## config.mk

```make
export PLATFORM = sky130hd
export DESIGN_NAME = bmp24_to_rgb565_display_stream_flat
export DESIGN_NICKNAME = d
export VERILOG_FILES = /design/src/design/bmpdisp_pkg.sv /design/src/design/bmpdisp_byte_if.sv /design/src/design/bmpdisp_res_if.sv /design/src/design/bmp24_to_rgb565_display_stream.sv /design/src/design/bmpdisp_parse.sv /design/src/design/bmpdisp_emit.sv /design/src/flat_wrapper.sv
export SDC_FILE = /design/constraint.sdc
export NUM_CORES = 2
export LEC_CHECK = 0
export BUFFER_PORTS_ARGS = -buffer_cell sky130_fd_sc_hd__clkbuf_2
export CORE_MARGIN = 3
export CORE_UTILIZATION = 58
export CTS_CLUSTER_SIZE = 28
export DETAILED_ROUTE_END_ITERATION = 10
export PLACE_DENSITY_LB_ADDON = 0.3
export SYNTH_ARGS = -nofsm -noshare
export SYNTH_HDL_FRONTEND = slang
export SYNTH_SLANG_ARGS = --single-unit
```

## constraint.sdc

```tcl
create_clock -name i_clk -period 17.3 [get_ports i_clk]
set_input_delay 3.46 -clock i_clk [delete_from_list [all_inputs] [get_ports i_clk]]
set_output_delay 3.46 -clock i_clk [all_outputs]
set_load 0.02 [all_outputs]
```

## src/design/bmpdisp_pkg.sv

```systemverilog
// Shared types, codes and helpers for the BMP to RGB565 display stream.
// No dependencies; imported by the top level and the parse and emit modules.
package bmpdisp_pkg;

    localparam int unsigned MAX_IMAGE_WIDTH = 1280;
    localparam int unsigned HDR_LAST_POS    = 33;
    localparam int unsigned MIN_DATA_POS    = 34;

    localparam logic [7:0] CMD_COL_ADDR = 8'h2A;
    localparam logic [7:0] CMD_ROW_ADDR = 8'h2B;
    localparam logic [7:0] CMD_MEM_WR   = 8'h2C;

    // emit sequence positions: 0..10 window burst, then pixel, finish, single
    localparam logic [3:0] SEQ_BURST_END = 4'd10;
    localparam logic [3:0] SEQ_PIXEL     = 4'd11;
    localparam logic [3:0] SEQ_FINISH    = 4'd12;
    localparam logic [3:0] SEQ_SINGLE    = 4'd13;

    typedef enum logic [2:0] {
        K_CLEAR  = 3'd0,
        K_CMD    = 3'd1,
        K_PARAM  = 3'd2,
        K_PIXEL  = 3'd3,
        K_REJECT = 3'd4,
        K_FINISH = 3'd5
    } t_kind;

    typedef enum logic [1:0] {
        PH_HEADER = 2'd0,
        PH_WAIT   = 2'd1,
        PH_ROWS   = 2'd2,
        PH_DONE   = 2'd3
    } t_phase;

    typedef struct packed {
        logic        any;
        logic        single;
        t_kind       single_kind;
        logic        burst;
        logic        pixel;
        logic        finish;
        logic [10:0] c0;
        logic [10:0] c1;
        logic [10:0] row;
        logic [15:0] pix;
    } t_bundle;

    typedef struct packed {
        t_kind       kind;
        logic [15:0] value;
    } t_item;

    function automatic t_item burst_item(input logic [3:0] idx, input logic [10:0] c0,
                                         input logic [10:0] c1, input logic [10:0] row);
        t_item it;
        it.kind  = K_PARAM;
        it.value = '0;
        case (idx)
            4'd0: begin
                it.kind  = K_CMD;
                it.value = {8'h00, CMD_COL_ADDR};
            end
            4'd1: it.value = {13'h0000, c0[10:8]};
            4'd2: it.value = {8'h00, c0[7:0]};
            4'd3: it.value = {13'h0000, c1[10:8]};
            4'd4: it.value = {8'h00, c1[7:0]};
            4'd5: begin
                it.kind  = K_CMD;
                it.value = {8'h00, CMD_ROW_ADDR};
            end
            4'd6: it.value = {13'h0000, row[10:8]};
            4'd7: it.value = {8'h00, row[7:0]};
            4'd8: it.value = {13'h0000, row[10:8]};
            4'd9: it.value = {8'h00, row[7:0]};
            4'd10: begin
                it.kind  = K_CMD;
                it.value = {8'h00, CMD_MEM_WR};
            end
            default: it.value = '0;
        endcase
        return it;
    endfunction

endpackage

```

## src/design/bmpdisp_byte_if.sv

```systemverilog
// Input channel carrying one BMP file byte per transfer.
// Depends on nothing.
interface bmpdisp_byte_if;
    logic       valid;
    logic       ready;
    logic [7:0] file_byte;
    logic       start_of_file;

    modport source (output valid, output file_byte, output start_of_file, input ready);
    modport sink (input valid, input file_byte, input start_of_file, output ready);
endinterface

```

## src/design/bmpdisp_res_if.sv

```systemverilog
// Output channel carrying one display result per transfer.
// Depends on nothing.
interface bmpdisp_res_if;
    logic        valid;
    logic        ready;
    logic [2:0]  kind;
    logic [15:0] value;
    logic        last;

    modport source (output valid, output kind, output value, output last, input ready);
    modport sink (input valid, input kind, input value, input last, output ready);
endinterface

```

## src/design/bmp24_to_rgb565_display_stream.sv

```systemverilog
// Top level of the 24-bit BMP to RGB565 display stream.
// Depends on bmpdisp_pkg, bmpdisp_byte_if, bmpdisp_res_if, bmpdisp_parse, bmpdisp_emit.
//
//   channel   dir  payload                        per transfer
//   s_in      in   file_byte, start_of_file       one file byte
//   m_out     out  kind, value, last              one result
//   i_cfg_*   in   i_cfg_idx, i_cfg_data          one register write
//
// A byte is taken on a transfer; its results go out one per cycle after it while m_out
// is ready. The first byte of a drawn row carries an 11-result window burst; it and a
// final pixel with finish block input until their last result is taken. Other bytes
// stream at one per cycle unless m_out stalls. Synchronous active-low reset restores
// all state but the held result bundle; input stalls while the sequencer holds results.
module bmp24_to_rgb565_display_stream (
    input  logic          i_clk,
    input  logic          i_rst_n,
    input  logic          i_cfg_we,
    input  logic [1:0]    i_cfg_idx,
    input  logic [9:0]    i_cfg_data,
    bmpdisp_byte_if.sink  s_in,
    bmpdisp_res_if.source m_out
);
    import bmpdisp_pkg::*;

    logic    fire, in_ready;
    t_bundle bundle;

    assign s_in.ready = in_ready;
    assign fire       = s_in.valid && in_ready;

    bmpdisp_parse u_parse (
        .i_clk      (i_clk),
        .i_rst_n    (i_rst_n),
        .i_fire     (fire),
        .i_byte     (s_in.file_byte),
        .i_sof      (s_in.start_of_file),
        .i_cfg_we   (i_cfg_we),
        .i_cfg_idx  (i_cfg_idx),
        .i_cfg_data (i_cfg_data),
        .o_bundle   (bundle)
    );

    bmpdisp_emit u_emit (
        .i_clk      (i_clk),
        .i_rst_n    (i_rst_n),
        .i_fire     (fire),
        .i_bundle   (bundle),
        .o_in_ready (in_ready),
        .m_out      (m_out)
    );

endmodule

```

## src/design/bmpdisp_parse.sv

```systemverilog
// Header parser, geometry, row walker and pixel packer; one byte per cycle while input is accepted.
// Depends on bmpdisp_pkg.
module bmpdisp_parse (
    input  logic                 i_clk,
    input  logic                 i_rst_n,
    input  logic                 i_fire,
    input  logic [7:0]           i_byte,
    input  logic                 i_sof,
    input  logic                 i_cfg_we,
    input  logic [1:0]           i_cfg_idx,
    input  logic [9:0]           i_cfg_data,
    output bmpdisp_pkg::t_bundle o_bundle
);
    import bmpdisp_pkg::*;

    logic [9:0]  r_dw, r_dh;
    logic [7:0]  r_coff, r_roff;
    logic [31:0] r_pos, r_pdo, r_ih, r_hs, r_fro;
    logic [10:0] r_iw, r_pix;
    logic [11:0] r_stride, r_bir;
    logic [9:0]  r_xs, r_xe, r_ys, r_row;
    logic [1:0]  r_cph;
    logic [15:0] r_chold;
    t_phase      r_phase;

    logic [31:0] n_pos, n_pdo, n_ih, n_hs, n_fro;
    logic [10:0] n_iw, n_pix;
    logic [11:0] n_stride, n_bir;
    logic [9:0]  n_xs, n_xe, n_ys, n_row;
    logic [1:0]  n_cph;
    logic [15:0] n_chold;
    t_phase      n_phase;

    logic [31:0] pos, hs, ih, pdo, fro, prod, hdiff;
    logic [10:0] iw, dw, dh, win_w, xs11, ys11;
    logic [12:0] stride13;
    logic        fld_on, taller, do_row;
    logic [1:0]  fld_idx;
    t_bundle     bnd;

    always_ff @(posedge i_clk) begin
        if (!i_rst_n) begin
            r_dw   <= 10'd176;
            r_dh   <= 10'd220;
            r_coff <= '0;
            r_roff <= '0;
        end else if (i_cfg_we) begin
            case (i_cfg_idx)
                2'd0:    r_dw   <= i_cfg_data;
                2'd1:    r_dh   <= i_cfg_data;
                2'd2:    r_coff <= i_cfg_data[7:0];
                2'd3:    r_roff <= i_cfg_data[7:0];
                default: r_dw   <= r_dw;
            endcase
        end
    end

    always_comb begin
        fld_on  = 1'b1;
        fld_idx = 2'd0;
        case (pos[5:0])
            6'd10, 6'd18, 6'd22, 6'd26, 6'd28, 6'd30: fld_idx = 2'd0;
            6'd11, 6'd19, 6'd23, 6'd27, 6'd29, 6'd31: fld_idx = 2'd1;
            6'd12, 6'd20, 6'd24, 6'd32:               fld_idx = 2'd2;
            6'd13, 6'd21, 6'd25, 6'd33:               fld_idx = 2'd3;
            default:                                  fld_on  = 1'b0;
        endcase
        if (pos[31:6] != '0) begin
            fld_on = 1'b0;
        end
    end

    assign dw       = (r_dw == '0) ? 11'd1 : {1'b0, r_dw};
    assign dh       = (r_dh == '0) ? 11'd1 : {1'b0, r_dh};
    assign taller   = ih > {21'd0, dh};
    assign hdiff    = ih - {21'd0, dh};
    assign stride13 = ({2'b00, iw} * 13'd3 + 13'd3) & ~13'd3;
    assign prod     = hdiff * {20'd0, stride13[11:0]};
    assign win_w    = {1'b0, r_xe} - {1'b0, r_xs} + 11'd1;
    assign xs11     = ({1'b0, r_dw == '0 ? 10'd1 : r_dw} - iw) >> 1;
    assign ys11     = (dh - ih[10:0]) >> 1;

    always_comb begin
        pos = i_sof ? '0 : r_pos;
        hs  = i_sof ? '0 : r_hs;
        ih  = i_sof ? '0 : r_ih;
        iw  = i_sof ? '0 : r_iw;
        pdo = i_sof ? '0 : r_pdo;
        fro = pdo + (taller ? prod : 32'd0);

        n_phase  = i_sof ? PH_HEADER : r_phase;
        n_pos    = (pos == '1) ? pos : pos + 32'd1;
        n_hs     = hs;
        n_ih     = ih;
        n_iw     = iw;
        n_pdo    = pdo;
        n_fro    = r_fro;
        n_stride = r_stride;
        n_xs     = r_xs;
        n_xe     = r_xe;
        n_ys     = r_ys;
        n_row    = r_row;
        n_pix    = r_pix;
        n_bir    = r_bir;
        n_cph    = r_cph;
        n_chold  = r_chold;
        do_row   = 1'b0;

        bnd             = '0;
        bnd.single_kind = K_CLEAR;
        bnd.c0          = {3'd0, r_coff} + {1'b0, r_xs};
        bnd.c1          = {3'd0, r_coff} + {1'b0, r_xe};
        bnd.row         = {3'd0, r_roff} + {1'b0, r_row};

        case (n_phase)
            PH_HEADER: begin
                if (fld_on) begin
                    n_hs = ((fld_idx == 2'd0) ? 32'd0 : hs)
                         | ({24'd0, i_byte} << {fld_idx, 3'b000});
                end
                if (pos[31:6] == '0) begin
                    case (pos[5:0])
                        6'd13: n_pdo = n_hs;
                        6'd21: n_iw = (n_hs >= 32'd1 && n_hs <= MAX_IMAGE_WIDTH) ?
                                      n_hs[10:0] : 11'd0;
                        6'd25: n_ih = n_hs;
                        6'd27: if (n_hs != 32'd1) n_ih = '0;
                        6'd29: if (n_hs != 32'd24) n_ih = '0;
                        6'd33: begin
                            bnd.any    = 1'b1;
                            bnd.single = 1'b1;
                            if (n_hs != '0 || iw == '0 || ih == '0) begin
                                n_phase         = PH_DONE;
                                bnd.single_kind = K_REJECT;
                            end else begin
                                if (iw > dw) begin
                                    n_xs = '0;
                                    n_xe = dw[9:0] - 10'd1;
                                end else begin
                                    n_xs = xs11[9:0];
                                    n_xe = xs11[9:0] + iw[9:0] - 10'd1;
                                end
                                n_stride = stride13[11:0];
                                n_fro    = fro;
                                if (fro < MIN_DATA_POS) begin
                                    n_phase         = PH_DONE;
                                    bnd.single_kind = K_REJECT;
                                end else begin
                                    n_ys    = taller ? 10'd0 : ys11[9:0];
                                    n_row   = taller ? dh[9:0] - 10'd1 :
                                              ys11[9:0] + ih[9:0] - 10'd1;
                                    n_pix   = '0;
                                    n_bir   = '0;
                                    n_cph   = '0;
                                    n_chold = '0;
                                    n_phase = PH_WAIT;
                                end
                            end
                        end
                        default: n_hs = n_hs;
                    endcase
                end
            end
            PH_WAIT: begin
                if (pos == r_fro) begin
                    n_phase = PH_ROWS;
                    do_row  = 1'b1;
                end
            end
            PH_ROWS: do_row = 1'b1;
            default: do_row = 1'b0;
        endcase

        if (do_row) begin
            if (r_bir == '0) begin
                bnd.any   = 1'b1;
                bnd.burst = 1'b1;
            end
            if (r_pix < win_w) begin
                case (r_cph)
                    2'd0: begin
                        n_chold = {11'd0, i_byte[7:3]};
                        n_cph   = 2'd1;
                    end
                    2'd1: begin
                        n_chold = r_chold | {5'd0, i_byte[7:2], 5'd0};
                        n_cph   = 2'd2;
                    end
                    default: begin
                        n_chold   = r_chold | {i_byte[7:3], 11'd0};
                        n_cph     = 2'd0;
                        n_pix     = r_pix + 11'd1;
                        bnd.any   = 1'b1;
                        bnd.pixel = 1'b1;
                        bnd.pix   = r_chold | {i_byte[7:3], 11'd0};
                    end
                endcase
            end
            if (bnd.pixel && (r_pix + 11'd1 == win_w) && (r_row == r_ys)) begin
                bnd.finish = 1'b1;
                n_phase    = PH_DONE;
            end else begin
                n_bir = r_bir + 12'd1;
                if (r_bir + 12'd1 >= r_stride) begin
                    n_bir = '0;
                    n_pix = '0;
                    n_cph = '0;
                    n_row = r_row - 10'd1;
                end
            end
        end
    end

    assign o_bundle = bnd;

    always_ff @(posedge i_clk) begin
        if (!i_rst_n) begin
            r_phase  <= PH_HEADER;
            r_pos    <= '0;
            r_pdo    <= '0;
            r_ih     <= '0;
            r_hs     <= '0;
            r_fro    <= '0;
            r_iw     <= '0;
            r_pix    <= '0;
            r_stride <= '0;
            r_bir    <= '0;
            r_xs     <= '0;
            r_xe     <= '0;
            r_ys     <= '0;
            r_row    <= '0;
            r_cph    <= '0;
            r_chold  <= '0;
        end else if (i_fire) begin
            r_phase  <= n_phase;
            r_pos    <= n_pos;
            r_pdo    <= n_pdo;
            r_ih     <= n_ih;
            r_hs     <= n_hs;
            r_fro    <= n_fro;
            r_iw     <= n_iw;
            r_pix    <= n_pix;
            r_stride <= n_stride;
            r_bir    <= n_bir;
            r_xs     <= n_xs;
            r_xe     <= n_xe;
            r_ys     <= n_ys;
            r_row    <= n_row;
            r_cph    <= n_cph;
            r_chold  <= n_chold;
        end
    end

endmodule

```

## src/design/bmpdisp_emit.sv

```systemverilog
// Result register and sequencer: walks one byte's results out one per transfer.
// Depends on bmpdisp_pkg and bmpdisp_res_if.
module bmpdisp_emit (
    input  logic                 i_clk,
    input  logic                 i_rst_n,
    input  logic                 i_fire,
    input  bmpdisp_pkg::t_bundle i_bundle,
    output logic                 o_in_ready,
    bmpdisp_res_if.source        m_out
);
    import bmpdisp_pkg::*;

    logic       r_busy;
    logic [3:0] r_seq;
    t_bundle    r_b;

    logic [3:0] n_seq, start_seq;
    logic       done;
    t_item      it;

    always_comb begin
        done  = 1'b1;
        n_seq = r_seq;
        if (r_seq < SEQ_BURST_END) begin
            done  = 1'b0;
            n_seq = r_seq + 4'd1;
        end else if (r_seq == SEQ_BURST_END) begin
            done  = !r_b.pixel;
            n_seq = SEQ_PIXEL;
        end else if (r_seq == SEQ_PIXEL) begin
            done  = !r_b.finish;
            n_seq = SEQ_FINISH;
        end
    end

    always_comb begin
        it = burst_item(r_seq, r_b.c0, r_b.c1, r_b.row);
        case (r_seq)
            SEQ_PIXEL: begin
                it.kind  = K_PIXEL;
                it.value = r_b.pix;
            end
            SEQ_FINISH: begin
                it.kind  = K_FINISH;
                it.value = '0;
            end
            SEQ_SINGLE: begin
                it.kind  = r_b.single_kind;
                it.value = '0;
            end
            default: it.value = it.value;
        endcase
    end

    assign start_seq = i_bundle.single ? SEQ_SINGLE :
                       i_bundle.burst  ? 4'd0 : SEQ_PIXEL;

    assign m_out.valid = r_busy;
    assign m_out.kind  = it.kind;
    assign m_out.value = it.value;
    assign m_out.last  = done;
    assign o_in_ready  = !r_busy || (done && m_out.ready);

    always_ff @(posedge i_clk) begin
        if (!i_rst_n) begin
            r_busy <= 1'b0;
            r_seq  <= '0;
        end else if (i_fire) begin
            r_busy <= i_bundle.any;
            r_seq  <= start_seq;
        end else if (r_busy && m_out.ready) begin
            r_busy <= !done;
            r_seq  <= n_seq;
        end
    end

    always_ff @(posedge i_clk) begin
        if (i_fire) begin
            r_b <= i_bundle;
        end
    end

endmodule
```

## src/flat_wrapper.sv

```systemverilog
// flat-port wrapper written by rule: the top's interface ports become plain ports
module bmp24_to_rgb565_display_stream_flat import bmpdisp_pkg::*;
  (i_clk, i_rst_n, i_cfg_we, i_cfg_idx, i_cfg_data, s_in_valid, s_in_file_byte, s_in_start_of_file, s_in_ready, m_out_valid, m_out_kind, m_out_value, m_out_last, m_out_ready);
  bmpdisp_byte_if s_in_i ();
  bmpdisp_res_if m_out_i ();
  input  logic i_clk;
  input  logic i_rst_n;
  input  logic i_cfg_we;
  input  logic [1:0] i_cfg_idx;
  input  logic [9:0] i_cfg_data;
  input wire logic [$bits(s_in_i.valid)-1:0] s_in_valid;
  input wire logic [$bits(s_in_i.file_byte)-1:0] s_in_file_byte;
  input wire logic [$bits(s_in_i.start_of_file)-1:0] s_in_start_of_file;
  output wire logic [$bits(s_in_i.ready)-1:0] s_in_ready;
  output wire logic [$bits(m_out_i.valid)-1:0] m_out_valid;
  output wire logic [$bits(m_out_i.kind)-1:0] m_out_kind;
  output wire logic [$bits(m_out_i.value)-1:0] m_out_value;
  output wire logic [$bits(m_out_i.last)-1:0] m_out_last;
  input wire logic [$bits(m_out_i.ready)-1:0] m_out_ready;
  assign s_in_i.valid = s_in_valid;
  assign s_in_i.file_byte = s_in_file_byte;
  assign s_in_i.start_of_file = s_in_start_of_file;
  assign s_in_ready = s_in_i.ready;
  assign m_out_valid = m_out_i.valid;
  assign m_out_kind = m_out_i.kind;
  assign m_out_value = m_out_i.value;
  assign m_out_last = m_out_i.last;
  assign m_out_i.ready = m_out_ready;
  bmp24_to_rgb565_display_stream u_core (.i_clk(i_clk), .i_rst_n(i_rst_n), .i_cfg_we(i_cfg_we), .i_cfg_idx(i_cfg_idx), .i_cfg_data(i_cfg_data), .s_in(s_in_i), .m_out(m_out_i));
endmodule
```

==> metrics.cfg <==
[run_status]
outcome = finished clean

[sta]
finalCriticalPeriod_ns = 15.87
tightest_slew_ns = 1.31
whs_ns = 0.460
setup_tns_ns = 0
rsz0062_at_grt = false
finalSetupViolCount = 0
max_freq_ghz = 0.0630
fin_ws_ns = 1.43
max_slew_margin = 0.126
finClkSkew_ns = 0.0250
fin_crit_sh = 0.917
hold_viol_final = 0
slew_violations = 0

[critical_path]
ff2ff_setup_slack_ns = 4.27
worst-path-max-fanout = 34
worstPathRequired_ns = 17.77
max_stage_delay_ns = 0.63
worst_setup_path_end_kind = register
crit_top_cell = fa_1
reg2reg_depth = 51
cp.arrival_ns = 16.33
crit_path_start_kind = primary input
critPathKind = primary input to register
slowest_stage = or3b_1

[synth]
synth_cells = 3911
avgSynthCellArea_um2 = 8.04
syn_area_um2 = 31400
synth_flop_cell = dfxtp_1
syn_nets = 4375
async_flop_share = 0
ys_warn_count = 0
synth-seq-cells = 357
synth-edff-count = 52
synth-seq-area-share = 0.244
ys_types = 91

[detailed_routing]
drt_first_iter_violations = 3078
dr.pass1.iters = 6
viasPerCell = 6.10
drcViolationCount = 0
routedWlPerCell_um = 19.3
antenna_left = 0
wirelength_um = 88100
dr_total_vias = 27800

[floorplanning]
die_area_um2 = 57000
die_w_um = 239
core_um2 = 53100
num_rows = 84
io_pins = 48
die_h_um = 239
initial_core_util = 0.592

[cts]
clkTransAtPathRegs_ns = 0.07
numClockSinks = 357
cts_tree = done
cts-root-buf = clkbuf_16
clk_path_buf_depth = 3
worstSkewPairLatency_ns = 0.58
cts_setup_buffers = 0
cts_buffers = 40
ctsHoldBuffers = 0
h-tree-depth = 2
ctsResizeCount = 0

[global_route]
grt_antenna_before_repair = 0
grt.overflow.total = 0
track_usage = 0.310
grt_max_degree = 117
grt_pass1_wl_um = 143000
grt_pass1_vias = 26400

[final_layout]
fin_nets = 4298
fill_cells = 4666
area_delta_synth_final_pct = 6.71
drive_gt1_frac = 0.0569
final_util = 0.632
fin_cells = 4554
diodes = 0
final_area_um2 = 33500

[placed_design]
io_buffers = 47
dp_cells = 4480
dpl.hpwl_um = 67000
gp_congestion = 0.962
dp_worst_setup_slack_ns = 1.00
place_area_um2 = 32200

[power]
power_density_nw_per_um2 = 59.0
ir_worst_vdd_mv = 0.0738
total_power_mw = 1.98
p_leak_nw = 14.8

[min_path]
hold_path_class = register to register
hold_path_depth = 2

[flow_run]
maxCapViolations = 0

## synthesized netlist by cell type (all sizes together), types with 13 or more instances
library cell | count | area [um2]
mux2i | 19 | 190
o211ai | 23 | 178
o21ai | 177 | 886
edfxtp | 52 | 1560
or3 | 25 | 156
o22ai | 17 | 106
a21o | 63 | 473
and3 | 38 | 238
nand4 | 28 | 175
a31oi | 36 | 225
nor3 | 56 | 285
fa | 192 | 3840
o21a | 33 | 248
inv | 364 | 1370
nor4 | 36 | 231
a22oi | 117 | 878
and2 | 57 | 357
ha | 246 | 3080
buf | 29 | 160
o21bai | 31 | 233
o32ai | 15 | 131
dfxtp | 305 | 6110
clkbuf | 177 | 664
or2 | 13 | 81.3
xnor2 | 154 | 1350
o31ai | 17 | 128
a211oi | 24 | 180
nor2 | 519 | 1960
nand2 | 378 | 1420
nand2b | 31 | 194
xor2 | 93 | 841
a21oi | 244 | 1240
a22o | 24 | 210
nand3 | 62 | 310
nor2b | 78 | 488
## cells by family (layout without fill, tap and decap cells)
family	count (synthesis)	in the layout	share of synthesized area
DFF	357	357	0.244
xor gates and xnor gates	250	250	0.0718
adders and majority gates	438	438	0.220
buffers and inverters	571	526	0.0698
AOI/OAI and AO/OA	904	904	0.187
muxes	20	20	0.00641
and+or+nand+nor	1371	1371	0.201
## worst paths after layout
check / startpoint / endpoint
max: s_in_start_of_file / u_core.u_parse.r_pix[2]$_SDFFE_PN0P_
min: u_core.u_parse.r_stride[5]$_SDFFE_PN0P_ / u_core.u_parse.r_stride[5]$_SDFFE_PN0P_
max reg2reg: u_core.u_parse.r_iw[2]$_SDFFE_PN0P_ / u_core.u_parse.r_pix[2]$_SDFFE_PN0P_
min reg2reg: u_core.u_parse.r_stride[5]$_SDFFE_PN0P_ / u_core.u_parse.r_stride[5]$_SDFFE_PN0P_
## worst max-delay path: cells and delay by family
kind	cells	cell delay (ns)
fa+ha+maj	9	3.83
simple gates	17	3.82
compound gates	16	3.27
buf+inv	8	1.48
xor+xnor	3	0.44
## cell type report
class	instances	area [um2]	area share
timing repair buffer	87	538	0.0160
clock inverter	24	305	0.00910
inverter	365	1380	0.0410
clock buffer	50	1090	0.0325
multi-input combinational	2983	21700	0.647
sequential	357	7670	0.229
tap	688	861	0.0257
## power breakdown
| group | switching (mW) | internal [mW] |
|---|---|---|
| registers | 0.0110 | 0.854 |
| logic | 0.142 | 0.0663 |
| clock network | 0.375 | 0.531 |
## per-layer routing
layer	track usage	vias to the layer above	part of all wire
met2	0.470	1236	0.43
met5	0	-	0
met4	0.0711	0	0.023
li1	-	13200	-
met3	0.0554	147	0.10
met1	0.461	13200	0.45
## cells in the final DEF, fill, tap and decap left out, drive strengths merged, types with 17 or more instances in the layout
cell,netlist,layout
mux2i,19,19
o21ai,177,177
fa,192,192
a22o,24,24
o31ai,17,17
nor4,36,36
edfxtp,52,52
nand3,62,62
o21bai,31,31
inv,364,367
a21oi,244,244
nand4,28,28
a21o,63,63
o22ai,17,17
xnor2,154,154
buf,29,41
o211ai,23,23
and2,57,57
nand2b,31,31
or3,25,25
nor2,519,519
dfxtp,305,305
and3,38,38
nand2,378,378
nor2b,78,78
xor2,93,93
a22oi,117,117
o21a,33,33
a211oi,24,24
clkbuf,177,96
ha,246,246
a31oi,36,36
nor3,56,56
## registers in the layout, indices dropped and copies added (netlist names), 11 cells and up
register / flops
u_core.u_parse.r_chold: 16
u_core.u_parse.r_hs: 32
u_core.u_parse.r_ih: 32
u_core.u_parse.r_pos: 32
u_core.u_parse.r_iw: 11
u_core.u_parse.r_fro: 32
u_core.u_parse.r_pix: 11
u_core.u_parse.r_bir: 12
u_core.u_parse.r_pdo: 32
u_core.u_emit.r_b: 52
Note: power is estimated with default switching activity, not from simulation.
